--- src/rtl/gnpm_pkg.sv ---
package gnpm_pkg;

  localparam int MAX_POINTS_DEF = 4096;
  localparam int COORD_BITS_DEF = 18;

  localparam int INDEX_W   = 12;
  localparam int SCORE_W   = 16;
  localparam int CFG_IDX_W = 3;

  // Request codes carried by req_type.
  localparam logic [1:0] REQ_CLEAR = 2'd0;
  localparam logic [1:0] REQ_LOAD  = 2'd1;
  localparam logic [1:0] REQ_QUERY = 2'd2;

  // Configuration register indexes.
  localparam logic [CFG_IDX_W-1:0] CFG_BOX_MIN_X = 3'd0;
  localparam logic [CFG_IDX_W-1:0] CFG_BOX_MAX_X = 3'd1;
  localparam logic [CFG_IDX_W-1:0] CFG_BOX_MIN_Y = 3'd2;
  localparam logic [CFG_IDX_W-1:0] CFG_BOX_MAX_Y = 3'd3;
  localparam logic [CFG_IDX_W-1:0] CFG_BOX_MIN_Z = 3'd4;
  localparam logic [CFG_IDX_W-1:0] CFG_BOX_MAX_Z = 3'd5;

  // 5.2e-5 * log2(e) and ln(2), both in Q32.
  localparam logic [31:0] SCORE_K  = 32'd322209;
  localparam logic [31:0] LN2_Q32  = 32'd2977044472;
  localparam logic [3:0]  TAYLOR_TERMS = 4'd12;

  typedef enum logic [2:0] {
    ST_IDLE,
    ST_SCAN,
    ST_DRAIN,
    ST_SCORE,
    ST_OUT
  } top_state_t;

  typedef enum logic [3:0] {
    SC_IDLE,
    SC_Y_MUL,
    SC_Y_CHK,
    SC_U_MUL,
    SC_U_GET,
    SC_T_MUL,
    SC_T_GET,
    SC_D_MUL,
    SC_D_GET,
    SC_ACC,
    SC_FIN
  } score_state_t;

endpackage

--- src/rtl/gnpm_score.sv ---
module gnpm_score import gnpm_pkg::*; #(
  parameter int DIST_W = 2 * COORD_BITS_DEF + 2
) (
  input  logic               clk,
  input  logic               rst_n,
  input  logic               start,
  input  logic [DIST_W-1:0]  dist_in,
  output logic               done,
  output logic [SCORE_W-1:0] score
);

  localparam int DX_W = (DIST_W > 25) ? DIST_W : 25;

  score_state_t state_r, state_nxt;
  logic [32:0]        op_a_r, op_a_nxt;
  logic [31:0]        op_b_r, op_b_nxt;
  logic [64:0]        prod_r, prod_nxt;
  logic [4:0]         n_r, n_nxt;
  logic [31:0]        u_r, u_nxt;
  logic [33:0]        sum_r, sum_nxt;
  logic [3:0]         k_r, k_nxt;
  logic [32:0]        quo_r, quo_nxt;
  logic [SCORE_W-1:0] score_r, score_nxt;
  logic               done_r, done_nxt;

  logic [DX_W-1:0] dext;
  logic [33:0]     rnd;
  logic [33:0]     shifted;
  logic [32:0]     div_m;
  logic [5:0]      div_sh;
  logic [64:0]     prod_sh;

  // The one multiplier of the unit; every product goes through it.
  assign prod_nxt = 65'(op_a_r) * 65'(op_b_r);
  assign dext     = DX_W'(dist_in);
  assign rnd      = sum_r + (34'd1 << (5'd15 + n_r));
  assign shifted  = rnd >> (6'd16 + 6'(n_r));
  assign prod_sh  = prod_r >> div_sh;

  // Reciprocal of the term index, ceil(2^s / k), exact for every 32-bit term.
  always_comb begin
    case (k_r)
      4'd1: begin
        div_m  = 33'd4294967296;
        div_sh = 6'd32;
      end
      4'd2: begin
        div_m  = 33'd4294967296;
        div_sh = 6'd33;
      end
      4'd3: begin
        div_m  = 33'd5726623062;
        div_sh = 6'd34;
      end
      4'd4: begin
        div_m  = 33'd4294967296;
        div_sh = 6'd34;
      end
      4'd5: begin
        div_m  = 33'd6871947674;
        div_sh = 6'd35;
      end
      4'd6: begin
        div_m  = 33'd5726623062;
        div_sh = 6'd35;
      end
      4'd7: begin
        div_m  = 33'd4908534053;
        div_sh = 6'd35;
      end
      4'd8: begin
        div_m  = 33'd4294967296;
        div_sh = 6'd35;
      end
      4'd9: begin
        div_m  = 33'd7635497416;
        div_sh = 6'd36;
      end
      4'd10: begin
        div_m  = 33'd6871947674;
        div_sh = 6'd36;
      end
      4'd11: begin
        div_m  = 33'd6247225158;
        div_sh = 6'd36;
      end
      4'd12: begin
        div_m  = 33'd5726623062;
        div_sh = 6'd36;
      end
      default: begin
        div_m  = 33'd4294967296;
        div_sh = 6'd32;
      end
    endcase
  end

  always_ff @(posedge clk) begin
    if (!rst_n) begin
      state_r <= SC_IDLE;
      done_r  <= 1'b0;
    end else begin
      state_r <= state_nxt;
      done_r  <= done_nxt;
    end
    op_a_r  <= op_a_nxt;
    op_b_r  <= op_b_nxt;
    prod_r  <= prod_nxt;
    n_r     <= n_nxt;
    u_r     <= u_nxt;
    sum_r   <= sum_nxt;
    k_r     <= k_nxt;
    quo_r   <= quo_nxt;
    score_r <= score_nxt;
  end

  always_comb begin
    state_nxt = state_r;
    op_a_nxt  = op_a_r;
    op_b_nxt  = op_b_r;
    n_nxt     = n_r;
    u_nxt     = u_r;
    sum_nxt   = sum_r;
    k_nxt     = k_r;
    quo_nxt   = quo_r;
    score_nxt = score_r;
    done_nxt  = 1'b0;
    case (state_r)
      SC_IDLE: begin
        if (start) begin
          if (|dext[DX_W-1:24]) begin
            score_nxt = '0;
            done_nxt  = 1'b1;
          end else begin
            op_a_nxt  = 33'(dext[23:0]);
            op_b_nxt  = SCORE_K;
            state_nxt = SC_Y_MUL;
          end
        end
      end
      SC_Y_MUL: state_nxt = SC_Y_CHK;
      SC_Y_CHK: begin
        // Integer part of the base-2 exponent; beyond 16 the score rounds to zero.
        if (prod_r[64:32] >= 33'd17) begin
          score_nxt = '0;
          done_nxt  = 1'b1;
          state_nxt = SC_IDLE;
        end else begin
          n_nxt     = prod_r[36:32];
          op_a_nxt  = {1'b0, prod_r[31:0]};
          op_b_nxt  = LN2_Q32;
          state_nxt = SC_U_MUL;
        end
      end
      SC_U_MUL: state_nxt = SC_U_GET;
      SC_U_GET: begin
        u_nxt     = prod_r[63:32];
        op_a_nxt  = 33'h1_0000_0000;
        op_b_nxt  = prod_r[63:32];
        sum_nxt   = 34'h1_0000_0000;
        k_nxt     = 4'd1;
        state_nxt = SC_T_MUL;
      end
      SC_T_MUL: state_nxt = SC_T_GET;
      SC_T_GET: begin
        // The new term is below 2^32, so the division by k is one more product.
        op_a_nxt  = div_m;
        op_b_nxt  = prod_r[63:32];
        state_nxt = SC_D_MUL;
      end
      SC_D_MUL: state_nxt = SC_D_GET;
      SC_D_GET: begin
        quo_nxt   = prod_sh[32:0];
        state_nxt = SC_ACC;
      end
      SC_ACC: begin
        if (k_r[0]) begin
          sum_nxt = sum_r - {1'b0, quo_r};
        end else begin
          sum_nxt = sum_r + {1'b0, quo_r};
        end
        if (k_r == TAYLOR_TERMS) begin
          state_nxt = SC_FIN;
        end else begin
          k_nxt     = k_r + 4'd1;
          op_a_nxt  = quo_r;
          op_b_nxt  = u_r;
          state_nxt = SC_T_MUL;
        end
      end
      SC_FIN: begin
        if (|shifted[33:16]) begin
          score_nxt = '1;
        end else begin
          score_nxt = shifted[15:0];
        end
        done_nxt  = 1'b1;
        state_nxt = SC_IDLE;
      end
      default: state_nxt = SC_IDLE;
    endcase
  end

  assign done  = done_r;
  assign score = score_r;

endmodule

--- config.mk ---
export PLATFORM = sky130hd
export DESIGN_NAME = gnpm_score
export DESIGN_NICKNAME = d
export VERILOG_FILES = /design/src/rtl/gnpm_pkg.sv /design/src/rtl/gnpm_score.sv
export SDC_FILE = /design/constraint.sdc
export NUM_CORES = 2
export LEC_CHECK = 0
export BUFFER_PORTS_ARGS = -buffer_cell sky130_fd_sc_hd__buf_2
export CAP_MARGIN = 20
export CORE_ASPECT_RATIO = 1.2
export CORE_UTILIZATION = 25
export CTS_CLUSTER_DIAMETER = 30
export DETAILED_ROUTE_END_ITERATION = 10
export PLACE_DENSITY = 0.45
export RECOVER_POWER = 25
export SLEW_MARGIN = 25
export SYNTH_ARGS = -nofsm -noshare
export SYNTH_HDL_FRONTEND = slang
export SYNTH_SLANG_ARGS = --single-unit
--- constraint.sdc ---
create_clock -name clk -period 10.9 [get_ports clk]
set_input_delay 2.18 -clock clk [delete_from_list [all_inputs] [get_ports clk]]
set_output_delay 2.18 -clock clk [all_outputs]
set_load 0.01 [all_outputs]
After elaboration in Yosys (flattened, before gate mapping)
Memories as Yosys holds them, arrays and structs flattened. A register that Yosys moved wholly into a read port is not among the register bits.
Cells that the tools add are included.
W data, S select, Z words.
{"block": "word_totals", "input_bits": 41, "out_inout_bits": 17, "n_memories": 1, "register_bits": 259, "mem_bits_ro": 544, "wordCells": 84}
{"memory": "(no name shown)", "words": 16, "word_bits": 34, "rd": 1, "rd_clocked_by_memory_dff": 1, "write_ports": 0, "line": "gnpm_score.sv:42", "source": "case (k_r)"}
{"block": "op_classes", "order_cmp": 1, "addsub": 6, "mux": 29, "n_bitwise": 1, "n_mul": 1, "n_reduce_logical": 14, "eq_ne": 17, "shifts": 3}
{"operator": "$pmux W33 S5", "count": 1}
{"operator": "$mux W33", "count": 4}
{"operator": "$mux W32", "count": 4}
{"operator": "$pmux W32 S4", "count": 1}
{"operator": "$pmux W34 S2", "count": 1}
{"operator": "$mul A33 B32 Y65", "count": 1}
{"operator": "$shr A65 B6 Y33", "count": 1}
{"operator": "$mux W16", "count": 4}
{"operator": "$pmux W16 S3", "count": 1}
{"operator": "$pmux W4 S10", "count": 1}
{"operator": "$add A34 B33 Y34", "count": 1}
{"operator": "$add A34 B34 Y34", "count": 1}
{"operator": "$mux W34", "count": 1}
{"operator": "$shl A1 B5 Y34 const A", "count": 1}
{"operator": "$shr A34 B6 Y34", "count": 1}
{"operator": "$sub A34 B33 Y34", "count": 1}
{"operator": "$ge A33 B5 Y1 const B", "count": 1}
{"operator": "$mux W4", "count": 5}
{"operator": "$reduce_or A18 Y1", "count": 1}
{"operator": "$eq A4 B3 Y1 const B", "count": 4}
{"operator": "$eq A4 B4 Y1 const B", "count": 4}
{"operator": "$reduce_or A14 Y1", "count": 1}
{"operator": "$ne A2 B2 Y1 const B", "count": 6}
{"operator": "$reduce_and A5 Y1", "count": 2}
{"operator": "18 further kinds", "count": 23}

Depth between registers and ports, before layout
{"block": "depth", "depth_word": 7, "ltp_mapped": 29, "depth_no_buf": 27}

Worst setup path after synthesis
No wires, ideal clock.
{"block": "synth_path", "path_kind": "reg2reg", "from": "register op_b_r[14]", "to": "register prod_r[60]", "period_less_slack_ns": 7.627, "setup_ns": 0.072, "t_arrival_ns": 7.555, "setup_slack_ns": 3.273, "stages_incl_launch_ff": 28, "required_time_ns": 10.828, "n_path_buf": 2, "cell_sequence": "edfxtp_1 clkbuf_1 nand2_1 fa_1 inv_1 fa_1 inv_1 fa_1 inv_1 fa_1 fa_1 fa_1 fa_1 inv_1 fa_1 inv_1 ha_1 clkbuf_1 a21oi_1 o21ai_1 a221o_1 or4b_1 nor2_1 a211oi_1 a311oi_1 o31ai_1 a311oi_1 xnor2_1"}
{"block": "synth_via", "elab_chain_cells": 1}
{"element": "start, declared", "line": "gnpm_score.sv:16", "source": "logic [31:0] op_b_r, op_b_nxt;"}
{"element": "start signal, assigned", "line": "gnpm_score.sv:107", "source": "op_b_r <= op_b_nxt;"}
{"element": "$mul A33 B32 Y65", "line": "gnpm_score.sv:34", "source": "assign prod_nxt = 65'(op_a_r) * 65'(op_b_r);"}
{"element": "net prod_nxt[60]", "line": "gnpm_score.sv:17", "source": "logic [64:0] prod_r, prod_nxt;"}
{"element": "end signal, assigned", "line": "gnpm_score.sv:108", "source": "prod_r <= prod_nxt;"}
{"element": "end, declared", "line": "gnpm_score.sv:17"}
The timed path passes the listed nets, and every way through them passes these cells.
A chain may end at the register's enable or synchronous reset.

Worst setup path in the final report
{"block": "layout_path", "from": "register op_a_r[8]", "to": "register prod_r[64]"}
{"block": "layout_via", "elab_chain_cells": 1}
{"element": "start, declared", "line": "gnpm_score.sv:15", "source": "logic [32:0] op_a_r, op_a_nxt;"}
{"element": "start signal, assigned", "line": "gnpm_score.sv:106", "source": "op_a_r <= op_a_nxt;"}
{"element": "$mul A33 B32 Y65", "line": "gnpm_score.sv:34"}
{"element": "net prod_nxt[64]", "line": "gnpm_score.sv:17"}
The timed path passes the listed nets, and every way through them passes these cells.

==> metrics.cfg <==
[min_path]
hp-class=reg2reg
hold_path_end=u_r[19]$_DFFE_PP_
min_path_cells=0
min_from=prod_r[51]$_DFF_P_

[floorplanning]
core_um2=196000
die_y_um=489
fp-row-count=178
initial_core_util_pct=25.2
die_x_um=407
io-pin-count=58
die-area_um2=199000

[routing]
vias_per_cell=4.57
drc=0
drt_iter0_drc=1914
drtPass1Iterations=5
wl_mm=153
wl_per_cell_um=19.3
postRouteAntennaNets=0
vias=36300

[cells_and_area]
fillers=21000
final_layout_size_suffix_gt1_share_pct=7.04
final_common_cell=inv_1
multi_input_area_um2=37100
areaGrowthSynthToFinish_pct=13.2
ff_latch_area_um2=7500
nets=6580
final_cell_mix=inv_1 (986), fa_1 (927), nand2_1 (713)

[grt]
grt_pass1_wl_mm=241
track_usage_pct=15.7
antenna_found_initial=6
grt_remaining_overflow=0
grt_pass1_vias=39900
grt_max_degree=70

[place]
place_hpwl_mm=124
gp_congestion=0.890
io_buffers=57

[sta]
tns_ps=0
fin_crit_ps=9170
worst_slew_pin_slew_ps=3870
fin_worst_skew_ps=33.4
drv_slew=177
min_period_over_period_pct=84.2
hold_viol_final=0
finalSetupViolations=0
fmax_ghz=0.109
slew-limit-headroom_pct=-158
grt_setup_unrepaired=no

[power_and_ir_drop]
irDropWorstVdd_mv=0.0988
pwr_density_cell_nw_per_um2=71.7
power.total_mw=4.00
p_leak_nw=25.8

[clock_network]
cts_tree=done
ctsHtreeMaxLevel=3
cts.sinks=280
root_buffer=clkbuf_16
cts-hold-fix-buffers=0
clk_latency_ps=630
cts.repair.resized=0
clockBufferDepth=3
cts-buffers-inserted=82
cts.reportedPaths.clkPinSlew_ps=50
post-cts-setup-buffers=0

[setup_path]
regToRegEndpoint=prod_r[64]$_DFF_P_
slowest_delay_ps=850
critPathLaunchType=register
path_common_cell=fa_1
crit_fanout=19
cp_top_family=adder cells
r2r.worst_path.cells=24
r2r_start=op_a_r[8]$_DFFE_PP_
path_buf_inv=3
cp-end-kind=register
crit_slowest_cell=edfxtp_1
worstPathArrival_ps=9700
crit_path_start=op_a_r[8]$_DFFE_PP_
cp_data_required_time_ps=11430
critPathKind=reg2reg
critical_path.cell_chain=buf_4 > and2_1 > fa_1 > fa_1 > inv_1 > fa_1 > fa_1 > fa_1 > inv_1 > fa_1 > fa_1 > fa_1 > ha_1 > nand2_1 > o21ai_0 > a22oi_1 > a21boi_1 > nor2_1 > a211oi_1 > a311oi_1 > o31ai_1 > nand2_1 > a32oi_1 > xnor2_1
reg2reg_slack_ps=1730

[outcome]
violations=capacitance limit, slew limit
status=complete, but fails checks

[synthesis]
synth-main-ff-cell=edfxtp_1
yosysWarnings=0
ys_seq_elements=280
synth_edf_count=189
synth_top_area_cell=fa_1
yosys-top-cells-area=fa_1 (38%), edfxtp_1 (12%), ha_1 (8.5%), inv_1 (7.5%), and2_1 (6.7%)
syn_nets=6618
synth.distinct_cells=78
postSynth.asyncResetShare_pct=0
synthesis.area_um2=49300
avgSynthCellArea_um2=9.28
synth-seq-area-share_pct=15.2
syn_inst=5314
synth_top_area_share_pct=37.6

[job]
cap_violations=4

final cells by class:
class	instances	area share, %
repair buffers	167	2.08
flip-flops and latches	280	13.4
clock buffers	92	3.91
well taps	2610	5.85
multi-input cells	3756	66.4
diodes	2	0.00897
clock inverters	60	1.63
inverters	989	6.65
Yosys cell counts, types with 22 or more instances:
cell,number
inv_1,985
fa_1,927
nand2_1,713
and2_1,530
ha_1,336
clkbuf_1,282
nor2_1,221
edfxtp_1,189
a21oi_1,181
o21ai_0,101
xnor2_1,97
dfxtp_1,91
nand3_1,49
a21o_1,47
xor2_1,45
a31oi_1,31
nor3_1,30
nand2b_1,27
mux2_2,26
mux2i_1,22
registers in the layout, summed over array words and instances (netlist names):
register  count
score        16
div_sh        3
op_a_r       33
done          1
op_b_r       32
div_m        18
n_r           5
prod_r       65
state_r       4
u_r          32
quo_r        33
sum_r        34
k_r           4
power breakdown:
group,switching (mW),internal (mW),leakage (nW)
Sequential,0.0357,1.15,2.33
Combinational,0.0822,0.0571,22.0
Clock,0.797,1.88,1.49
stage by stage:
stage	area (um2)	hold slack, ps	instances	worst slack, ps	utilization (%)
after floorplan	49300	458	5314	3270	-
after global placement	52600	505	7796	1770	26.9
after detailed placement	52700	505	7802	1610	26.9
after CTS	55800	484	7954	1540	28.5
after global routing	55800	488	7954	1170	28.5
final	55800	482	7956	1730	28.5
kinds of logic after synthesis:
logic type      count (synthesis)  synth area share [%]
simple gates                 1683                  16.5
compound gates                603                  8.04
buf+inv                      1278                  9.73
fa+ha+maj                    1263                  46.2
xor+xnor                      142                  2.52
flops                         280                  15.2
mux                            65                  1.82
worst max path at each step:
stage,slack (ps),cells past startpoint,endpoint
2_1_floorplan,3270,27,prod_r[60]$_DFF_P_
3_3_place_gp,1770,25,prod_r[64]$_DFF_P_
3_5_place_dp,1610,24,prod_r[64]$_DFF_P_
4_1_cts,1540,24,prod_r[64]$_DFF_P_
5_1_grt,1170,25,prod_r[64]$_DFF_P_
6_report,1730,24,prod_r[64]$_DFF_P_
per-layer routing:
layer	vias to the layer above	GRT usage, %	part of all wire (%)
met5	-	0	0
met4	0	3.47	1.9
met3	151	1.28	3.1
met2	649	28.8	52
met1	19000	19.8	43
li1	16500	-	-
(Power assumes the default switching activity.)
